$ cat src/hdl/block_buffer_cache_lru_unit_macros.svh
// Assertion macros for the buffer cache tag store.
// Expects i_clk and i_rst_n in the scope of each use.
`ifndef BLOCK_BUFFER_CACHE_LRU_UNIT_MACROS_SVH
`define BLOCK_BUFFER_CACHE_LRU_UNIT_MACROS_SVH

// property checked at every rising clock edge out of reset
`define BBC_ASSERT(label, prop, msg) \
    label: assert property (@(posedge i_clk) disable iff (!i_rst_n) (prop)) \
        else $error(msg);

// same-cycle implication
`define BBC_ASSERT_IMP(label, ante, cons, msg) \
    label: assert property (@(posedge i_clk) disable iff (!i_rst_n) \
        (ante) |-> (cons)) else $error(msg);

`endif

$ cat src/hdl/bbc_pkg.sv
// Shared types, codes and helpers for the buffer cache tag store.
// No dependencies.
`timescale 1ns / 1ps
`default_nettype none

package bbc_pkg;

    localparam int DEF_NUM_SLOTS = 32;
    localparam int SLOT_W        = 5;
    localparam int DEV_W         = 8;
    localparam int BLK_W         = 32;
    localparam int REF_W         = 8;
    localparam int TICK_W        = 32;
    localparam logic [REF_W-1:0] REF_MAX = 8'hFF;

    typedef enum logic [1:0] {
        OP_READ    = 2'd0,
        OP_RELEASE = 2'd1,
        OP_PIN     = 2'd2,
        OP_UNPIN   = 2'd3
    } t_opcode;

    typedef enum logic [1:0] {
        ST_OK       = 2'd0,
        ST_NO_FREE  = 2'd1,
        ST_BAD_SLOT = 2'd2
    } t_status;

    typedef struct packed {
        logic [DEV_W-1:0]  device;
        logic [BLK_W-1:0]  block;
        logic [REF_W-1:0]  refcount;
        logic [TICK_W-1:0] stamp;
        logic              data_valid;
    } t_entry;

    localparam int ENTRY_W = $bits(t_entry);

    typedef struct packed {
        logic clear;
        logic sample;
    } t_scan_ctl;

    typedef struct packed {
        logic              hit;
        logic [REF_W-1:0]  hit_ref;
        logic              hit_valid;
        logic [TICK_W-1:0] hit_stamp;
        logic              vic_found;
        logic [TICK_W-1:0] vic_stamp;
    } t_scan_res;

    function automatic logic [REF_W-1:0] sat_inc(input logic [REF_W-1:0] v);
        sat_inc = (v == REF_MAX) ? v : v + 1'b1;
    endfunction

endpackage

`default_nettype wire

$ cat src/hdl/bbc_ram.sv
// Generic single-port-write, single-port-read RAM with registered read data.
// No dependencies.
`timescale 1ns / 1ps
`default_nettype none

module bbc_ram #(
    parameter int WIDTH = 8,
    parameter int DEPTH = 32
) (
    input  wire logic                     i_clk,
    input  wire logic                     i_we,
    input  wire logic [$clog2(DEPTH)-1:0] i_waddr,
    input  wire logic [WIDTH-1:0]         i_wdata,
    input  wire logic                     i_re,
    input  wire logic [$clog2(DEPTH)-1:0] i_raddr,
    output logic      [WIDTH-1:0]         o_rdata
);

    logic [WIDTH-1:0] r_mem [DEPTH];

    always_ff @(posedge i_clk) begin
        if (i_we) begin
            r_mem[i_waddr] <= i_wdata;
        end
        if (i_re) begin
            o_rdata <= r_mem[i_raddr];
        end
    end

endmodule

`default_nettype wire

$ cat src/hdl/bbc_scan.sv
// Tag match and LRU victim tracker fed by the slot scan.
// Depends on bbc_pkg.
`timescale 1ns / 1ps
`default_nettype none

module bbc_scan #(
    parameter int NUM_SLOTS = bbc_pkg::DEF_NUM_SLOTS
) (
    input  wire logic                           i_clk,
    input  wire logic                           i_rst_n,
    input  wire bbc_pkg::t_scan_ctl             i_ctl,
    input  wire logic [$clog2(NUM_SLOTS)-1:0]   i_idx,
    input  wire bbc_pkg::t_entry                i_entry,
    input  wire logic [bbc_pkg::DEV_W-1:0]      i_device,
    input  wire logic [bbc_pkg::BLK_W-1:0]      i_block,
    output bbc_pkg::t_scan_res                  o_res,
    output logic      [$clog2(NUM_SLOTS)-1:0]   o_hit_idx,
    output logic      [$clog2(NUM_SLOTS)-1:0]   o_vic_idx
);
    import bbc_pkg::*;

    localparam int IW = $clog2(NUM_SLOTS);

    logic              r_hit, r_vic_found;
    logic [REF_W-1:0]  r_hit_ref;
    logic              r_hit_valid;
    logic [TICK_W-1:0] r_hit_stamp, r_vic_stamp;
    logic [IW-1:0]     r_hit_idx, r_vic_idx;
    logic              w_match, w_cand;

    assign w_match = (i_entry.device == i_device) && (i_entry.block == i_block);
    assign w_cand  = (i_entry.refcount == '0) &&
                     (!r_vic_found || (i_entry.stamp < r_vic_stamp));

    always_ff @(posedge i_clk) begin
        if (!i_rst_n || i_ctl.clear) begin
            r_hit       <= 1'b0;
            r_vic_found <= 1'b0;
        end else if (i_ctl.sample) begin
            if (!r_hit && w_match) begin
                r_hit <= 1'b1;
            end
            if (w_cand) begin
                r_vic_found <= 1'b1;
            end
        end
    end

    always_ff @(posedge i_clk) begin
        if (i_ctl.sample && !r_hit && w_match) begin
            r_hit_idx   <= i_idx;
            r_hit_ref   <= i_entry.refcount;
            r_hit_valid <= i_entry.data_valid;
            r_hit_stamp <= i_entry.stamp;
        end
        if (i_ctl.sample && w_cand) begin
            r_vic_idx   <= i_idx;
            r_vic_stamp <= i_entry.stamp;
        end
    end

    always_comb begin
        o_res.hit       = r_hit;
        o_res.hit_ref   = r_hit_ref;
        o_res.hit_valid = r_hit_valid;
        o_res.hit_stamp = r_hit_stamp;
        o_res.vic_found = r_vic_found;
        o_res.vic_stamp = r_vic_stamp;
    end

    assign o_hit_idx = r_hit_idx;
    assign o_vic_idx = r_vic_idx;

endmodule

`default_nettype wire

$ cat src/hdl/block_buffer_cache_lru_unit.sv
// Buffer cache tag store: sequencer, entry RAM and scan unit.
// A read issues one RAM read per used slot, drains the last read, then writes back and
// loads the result; release, pin and unpin read the named slot first, or go straight to
// the result when the slot is rejected. The result waits to load while the previous reply
// is still held. One transaction at a time, accepted the cycle after the result loads.
// Synchronous reset clears the fill count and control state; the RAM is not cleared.
`timescale 1ns / 1ps
`default_nettype none
`include "block_buffer_cache_lru_unit_macros.svh"

module block_buffer_cache_lru_unit #(
    parameter int NUM_SLOTS = bbc_pkg::DEF_NUM_SLOTS
) (
    input  wire logic                          i_clk,
    input  wire logic                          i_rst_n,
    input  wire logic                          i_in_valid,
    output logic                               o_in_ready,
    input  wire logic [1:0]                    i_opcode,
    input  wire logic [bbc_pkg::DEV_W-1:0]     i_device,
    input  wire logic [bbc_pkg::BLK_W-1:0]     i_block_number,
    input  wire logic [bbc_pkg::SLOT_W-1:0]    i_slot_in,
    input  wire logic [bbc_pkg::TICK_W-1:0]    i_now_tick,
    output logic                               o_out_valid,
    input  wire logic                          i_out_ready,
    output logic      [bbc_pkg::SLOT_W-1:0]    o_slot_out,
    output logic                               o_hit,
    output logic                               o_need_disk_read,
    output logic      [1:0]                    o_status
);
    import bbc_pkg::*;

    localparam int IW = $clog2(NUM_SLOTS);
    localparam int CW = $clog2(NUM_SLOTS + 1);
    localparam int SW = (CW > SLOT_W) ? CW : SLOT_W;
    localparam logic [CW-1:0] FULL = CW'(NUM_SLOTS);

    typedef enum logic [3:0] {
        S_IDLE = 4'b0001,
        S_SCAN = 4'b0010,
        S_RD   = 4'b0100,
        S_FIN  = 4'b1000
    } t_state;

    t_state            r_state, n_state;
    logic [CW-1:0]     r_used, n_used;
    logic [CW-1:0]     r_idx, n_idx;
    logic              r_rv, n_rv;
    logic [IW-1:0]     r_ridx;
    t_opcode           r_op;
    logic [DEV_W-1:0]  r_dev;
    logic [BLK_W-1:0]  r_blk;
    logic [SLOT_W-1:0] r_slot;
    logic [TICK_W-1:0] r_now;
    logic              r_bad;

    logic              r_out_valid, n_out_valid;
    logic [SLOT_W-1:0] r_slot_out, n_slot_out;
    logic              r_hit_o, n_hit_o;
    logic              r_need, n_need;
    t_status           r_status, n_status;

    logic              w_accept, w_issue, w_load, w_slot_ok;
    logic              w_we, w_re;
    logic [IW-1:0]     w_waddr, w_raddr;
    t_entry            w_wentry, w_rentry;
    logic [ENTRY_W-1:0] w_rdata;
    t_scan_ctl         w_ctl;
    t_scan_res         w_res;
    logic [IW-1:0]     w_hit_idx, w_vic_idx;

    assign o_in_ready = (r_state == S_IDLE);
    assign w_accept   = i_in_valid && o_in_ready;
    assign w_issue    = (r_state == S_SCAN) && (r_idx < r_used);
    assign w_load     = (r_state == S_FIN) && (!r_out_valid || i_out_ready);
    assign w_slot_ok  = SW'(i_slot_in) < SW'(r_used);
    assign w_rentry   = t_entry'(w_rdata);

    assign w_re    = w_issue || (r_state == S_RD);
    assign w_raddr = (r_state == S_RD) ? r_slot[IW-1:0] : r_idx[IW-1:0];

    assign w_ctl.clear  = w_accept;
    assign w_ctl.sample = r_rv;

    always_comb begin
        n_state     = r_state;
        n_used      = r_used;
        n_idx       = r_idx;
        n_rv        = 1'b0;
        n_out_valid = r_out_valid && !i_out_ready;
        n_slot_out  = r_slot_out;
        n_hit_o     = r_hit_o;
        n_need      = r_need;
        n_status    = r_status;
        w_we        = 1'b0;
        w_waddr     = r_slot[IW-1:0];
        w_wentry    = w_rentry;
        unique case (r_state)
            S_IDLE: begin
                n_idx = '0;
                if (w_accept) begin
                    if (t_opcode'(i_opcode) == OP_READ) begin
                        n_state = S_SCAN;
                    end else if (w_slot_ok) begin
                        n_state = S_RD;
                    end else begin
                        n_state = S_FIN;
                    end
                end
            end
            S_SCAN: begin
                n_rv = w_issue;
                if (w_issue) begin
                    n_idx = r_idx + 1'b1;
                end else begin
                    n_state = S_FIN;
                end
            end
            S_RD: begin
                n_state = S_FIN;
            end
            S_FIN: begin
                n_hit_o  = 1'b0;
                n_need   = 1'b0;
                n_status = ST_OK;
                n_slot_out = r_slot;
                w_wentry.device     = r_dev;
                w_wentry.block      = r_blk;
                w_wentry.refcount   = 8'd1;
                w_wentry.data_valid = 1'b1;
                if (r_op == OP_READ) begin
                    n_need = 1'b1;
                    priority if (w_res.hit) begin
                        w_we                = w_load;
                        w_waddr             = w_hit_idx;
                        w_wentry.refcount   = sat_inc(w_res.hit_ref);
                        w_wentry.stamp      = w_res.hit_stamp;
                        n_slot_out          = SLOT_W'(w_hit_idx);
                        n_hit_o             = 1'b1;
                        n_need              = !w_res.hit_valid;
                    end else if (r_used < FULL) begin
                        w_we           = w_load;
                        w_waddr        = r_used[IW-1:0];
                        w_wentry.stamp = '0;
                        n_slot_out     = SLOT_W'(r_used);
                        if (w_load) begin
                            n_used = r_used + 1'b1;
                        end
                    end else if (w_res.vic_found) begin
                        w_we           = w_load;
                        w_waddr        = w_vic_idx;
                        w_wentry.stamp = w_res.vic_stamp;
                        n_slot_out     = SLOT_W'(w_vic_idx);
                    end else begin
                        n_slot_out = '0;
                        n_need     = 1'b0;
                        n_status   = ST_NO_FREE;
                    end
                end else begin
                    w_wentry = w_rentry;
                    priority if (r_bad) begin
                        n_status = ST_BAD_SLOT;
                    end else if (r_op == OP_PIN) begin
                        w_we              = w_load;
                        w_wentry.refcount = sat_inc(w_rentry.refcount);
                    end else if (w_rentry.refcount == '0) begin
                        n_status = ST_BAD_SLOT;
                    end else begin
                        w_we              = w_load;
                        w_wentry.refcount = w_rentry.refcount - 1'b1;
                        if (r_op == OP_RELEASE && w_rentry.refcount == 8'd1) begin
                            w_wentry.stamp = r_now;
                        end
                    end
                end
                if (w_load) begin
                    n_out_valid = 1'b1;
                    n_state     = S_IDLE;
                end else begin
                    n_slot_out = r_slot_out;
                    n_hit_o    = r_hit_o;
                    n_need     = r_need;
                    n_status   = r_status;
                end
            end
            default: begin
                n_state = S_IDLE;
            end
        endcase
    end

    always_ff @(posedge i_clk) begin
        if (!i_rst_n) begin
            r_state     <= S_IDLE;
            r_used      <= '0;
            r_idx       <= '0;
            r_rv        <= 1'b0;
            r_out_valid <= 1'b0;
        end else begin
            r_state     <= n_state;
            r_used      <= n_used;
            r_idx       <= n_idx;
            r_rv        <= n_rv;
            r_out_valid <= n_out_valid;
        end
    end

    always_ff @(posedge i_clk) begin
        r_ridx     <= r_idx[IW-1:0];
        r_slot_out <= n_slot_out;
        r_hit_o    <= n_hit_o;
        r_need     <= n_need;
        r_status   <= n_status;
        if (w_accept) begin
            r_op   <= t_opcode'(i_opcode);
            r_dev  <= i_device;
            r_blk  <= i_block_number;
            r_slot <= i_slot_in;
            r_now  <= i_now_tick;
            r_bad  <= !w_slot_ok;
        end
    end

    bbc_ram #(
        .WIDTH (ENTRY_W),
        .DEPTH (NUM_SLOTS)
    ) u_ram (
        .i_clk   (i_clk),
        .i_we    (w_we),
        .i_waddr (w_waddr),
        .i_wdata (w_wentry),
        .i_re    (w_re),
        .i_raddr (w_raddr),
        .o_rdata (w_rdata)
    );

    bbc_scan #(
        .NUM_SLOTS (NUM_SLOTS)
    ) u_scan (
        .i_clk     (i_clk),
        .i_rst_n   (i_rst_n),
        .i_ctl     (w_ctl),
        .i_idx     (r_ridx),
        .i_entry   (w_rentry),
        .i_device  (r_dev),
        .i_block   (r_blk),
        .o_res     (w_res),
        .o_hit_idx (w_hit_idx),
        .o_vic_idx (w_vic_idx)
    );

    assign o_out_valid      = r_out_valid;
    assign o_slot_out       = r_slot_out;
    assign o_hit            = r_hit_o;
    assign o_need_disk_read = r_need;
    assign o_status         = r_status;

    `BBC_ASSERT(a_used_bound, r_used <= FULL, "fill count past slot count")
    `BBC_ASSERT_IMP(a_sample_in_scan, r_rv, r_state == S_SCAN, "scan sample outside scan")
    `BBC_ASSERT_IMP(a_used_grow, $past(i_rst_n) && (r_used != $past(r_used)),
        $past(w_we) && ($past(r_op) == OP_READ) && (r_used == $past(r_used) + 1'b1),
        "fill count changed without a fresh allocation")
    `BBC_ASSERT_IMP(a_no_free_full, o_out_valid && (o_status == ST_NO_FREE),
        (r_used == FULL) && !o_hit, "no-free status while slots remain")

endmodule

`default_nettype wire

$ cat config.mk
export PLATFORM = sky130hd
export DESIGN_NAME = block_buffer_cache_lru_unit
export DESIGN_NICKNAME = d
export VERILOG_FILES = /design/src/hdl/bbc_pkg.sv /design/src/hdl/bbc_ram.sv /design/src/hdl/bbc_scan.sv /design/src/hdl/block_buffer_cache_lru_unit.sv
export VERILOG_INCLUDE_DIRS = /design/src /design/src/hdl
export SDC_FILE = /design/constraint.sdc
export NUM_CORES = 2
export LEC_CHECK = 0
export BUFFER_PORTS_ARGS = -buffer_cell sky130_fd_sc_hd__buf_2
export CORE_MARGIN = 3
export CORE_UTILIZATION = 55
export DETAILED_ROUTE_END_ITERATION = 12
export PLACE_DENSITY = 0.73
export RECOVER_POWER = 25
export SLEW_MARGIN = 20
export SYNTH_ARGS = -nofsm -noshare
export SYNTH_HDL_FRONTEND = slang
export SYNTH_SLANG_ARGS = --single-unit
$ cat constraint.sdc
create_clock -name i_clk -period 6.4 [get_ports i_clk]
set_clock_uncertainty 0.05 [all_clocks]
set_input_delay 1.28 -clock i_clk [delete_from_list [all_inputs] [get_ports i_clk]]
set_output_delay 1.28 -clock i_clk [all_outputs]
set_load 0.01 [all_outputs]
==> out/summary.txt <==
top post-synthesis cells by area: edfxtp_1 76%, nand2_1 5.4%, mux2i_1 4.5%, a21oi_1 2.3%, nand3_1 1.3%
first-pass GRT wire length: 467,000 um
Worst Setup SP: r_state[3]$_SDFFE_PN0P_
mean post-synth cell area: 14.8 sq um
clock slew at reported path FFs: 0.06 ns
initial antenna violation count: 7
Yosys top cell by area: edfxtp_1
Max Cap Viol: 3
list of most frequent post-synthesis cells: 2,845 x edfxtp_1, 1,612 x nand2_1, 523 x a21oi_1, 505 x mux2i_1, 286 x nand3_1
total power draw: 38.6 mW
Die Wd: 458 um
clock root cell: clkbuf_16
clock tree sinks: 2,870
worst vdd ir: 259 uV
H-tree depth: 5
Area Overhead vs Synth: 12.3%
dpl cells: 10,129
pre-CTS setup slack: 1.57 ns
largest net degree at the start of global routing: 130
post-synth net total: 7,744
unique cell type count in the Yosys netlist: 73
CP arrival: 5.96 ns
TritonCTS clock tree: built
DR WL/cell: 30.7 um
capture point of the worst path: u_ram.r_mem[0][50]$_DFFE_PP_
Hold Crit Start: r_ridx[3]$_DFF_P_
cell with the most instances after synthesis: edfxtp_1
layout cells sized above 1: 9.81%
fin util: 62.3%
Num CTS Buffers: 301
DR pass1 iterations: 8
fin cells: 10,637
worst path cell trace: nor4b_1 -> clkbuf_1 -> nand3_1 -> a2bb2oi_1 -> nor4bb_1 -> nand2_1 -> nor2_4 -> buf_12
global route overflow: 0
Critical Path End Type: register
Least-Margin Pin Slew: 2.96 ns
Final ANT Viol Nets: 0
Setup CP Type: reg -> reg
final setup margin: 0.958 ns
reg2reg end: u_ram.r_mem[0][50]$_DFFE_PP_
Die Area: 210,000 sq um
routed wire length: 326,000 um
# IOs: 94
DR iter-0 viols: 10,860
Total GRT Usage: 30.5%
Hold Worst Slack: 0.383 ns
core box area: 203,000 sq um
Final Net Count: 7,890
Vias: 70,542
Final Cycle Share: 85.0%
RSZ-0062 raised after global routing: no
register area share after synthesis: 76.4%
max incr delay on CP: 0.93 ns
final number of setup-violating endpoints: 0
Initial Utilization: 55.5%
row cnt: 165
Post-synth EDFFs: 2,845
Port Buf Inserts: 93
DR DRC count: 0
Most used DFF post-synth: edfxtp_1
cts hold-fix bufs: 0
Max Fclk: 184 MHz
#FFs+latches synth: 2,870
vias per cell: 6.63
dpl hpwl: 170,000 um
Synth Warn #: 0
min Tclk post-route: 5.44 ns
Clock Latency Late Sink: 0.95 ns
# Post-CTS Setup Buffers: 0
Relative slew margins: -98.7%
leakage: 41.8 nW
Critical Path Source Type: register
CP max FO: 39
Pwr Density: 306 nW/um^2
CP required: 6.92 ns
Max Slew Vio Count: 130
top-area cell type share of the netlist area: 75.9%
post-synthesis cell area: 112,000 sq um
Post-Syn Instances: 7,615
GPL Wtd Cong: 0.881
Critical-path top delay cell: nor2_4
R2R Setup Slk: 0.96 ns
number of global-route vias before repair: 67,926
post-cts sizing count: 0
Die Height: 458 um
Final Hold Viols: 0
run status: complete, but fails checks
Hold Crit Class: reg -> reg
number of cells on the worst reg-to-reg path: 8
RR Startpoint: r_state[3]$_SDFFE_PN0P_
fraction of registers with async set/reset: 0%
CTS max path bufs: 4
failing checks: max-capacitance violations, max-slew violations
-- logic make-up (layout without fill, tap and decap cells) --
kind of cell / after synthesis / after routing / synth area share [%]
fa+ha+maj: 46 / 46 / 0.512
compound gates: 1225 / 1225 / 6.57
mux: 564 / 564 / 5.21
flops: 2870 / 2870 / 76.4
buf+inv: 498 / 845 / 2.02
other cells: 0 / 3 / 0
simple gates: 2360 / 2360 / 8.90
xor+xnor: 52 / 52 / 0.405
-- sequential cells by signal, indices dropped and copies added, names as in the netlist, 6 cells and up --
name	flops
r_used	6
u_ram.r_mem	2592
u_ram.o_rdata	81
u_scan.r_vic_stamp	32
r_blk	32
u_scan.r_hit_ref	8
r_idx	6
u_scan.r_hit_stamp	32
r_now	32
r_dev	8
-- per-stage QoR --
stage	area [sq um]	setup TNS [ns]
4_1_cts	126000	0
6_report	126000	0
3_5_place_dp	117000	0
5_1_grt	126000	0
3_3_place_gp	117000	0
2_1_floorplan	112000	-23.23
-- layer usage --
| layer | up-vias | track usage [%] | routed length (um) |
|---|---|---|---|
| met5 | - | 0 | 56 |
| met4 | 4 | 13.7 | 15400 |
| met3 | 836 | 7.17 | 44300 |
| met2 | 5383 | 46.4 | 148000 |
| met1 | 35087 | 42.4 | 118000 |
| li1 | 29232 | - | - |
-- where the power goes --
group | internal (mW) | switching, mW
logic | 0.284 | 0.992
registers | 20.8 | 0.143
clock network | 9.44 | 6.95
total | 30.6 | 8.08
-- layout by cell type (no fill, tap or decap), drive strengths merged, types with 113 or more instances in the layout --
master	Yosys	routed
o21ai	164	164
nor2	158	158
nor4	202	202
clkinv	1	113
a21oi	523	523
mux2i	508	508
a31oi	115	115
edfxtp	2845	2845
clkbuf	218	393
nand3	286	286
nand2	1613	1613
o22ai	152	152
buf	234	262
-- critical path, delay by kind of cell, from the launching register on --
kind	cells	cell delay (ns)
AOI/OAI and AO/OA	1	0.34
DFF	1	0.48
and+or+nand+nor	5	3.13
buffers and inverters	2	1.04
-- worst min path at each step --
stage / to / cells after the start
floorplan: r_ridx[2]$_DFF_P_ / 0
global placement: u_scan.o_hit_idx[0]$_DFFE_PP_ / 0
detailed placement: u_scan.o_hit_idx[3]$_DFFE_PP_ / 0
CTS: u_scan.o_vic_idx[3]$_DFFE_PP_ / 0
global route: u_scan.o_vic_idx[0]$_DFFE_PP_ / 0
finish: u_scan.o_vic_idx[3]$_DFFE_PP_ / 0
-- final cells by class --
type	instances	area, sq um
Sequential cell	2870	85900
Fill cell	14206	76400
Inverter	46	174
Timing Repair Buffer	295	2770
Antenna cell	3	7.51
Tap cell	2672	3340
Multi-Input combinational cell	4247	25100
Clock inverter	144	1160
Clock buffer	360	7870
(Power assumes the default switching activity.)
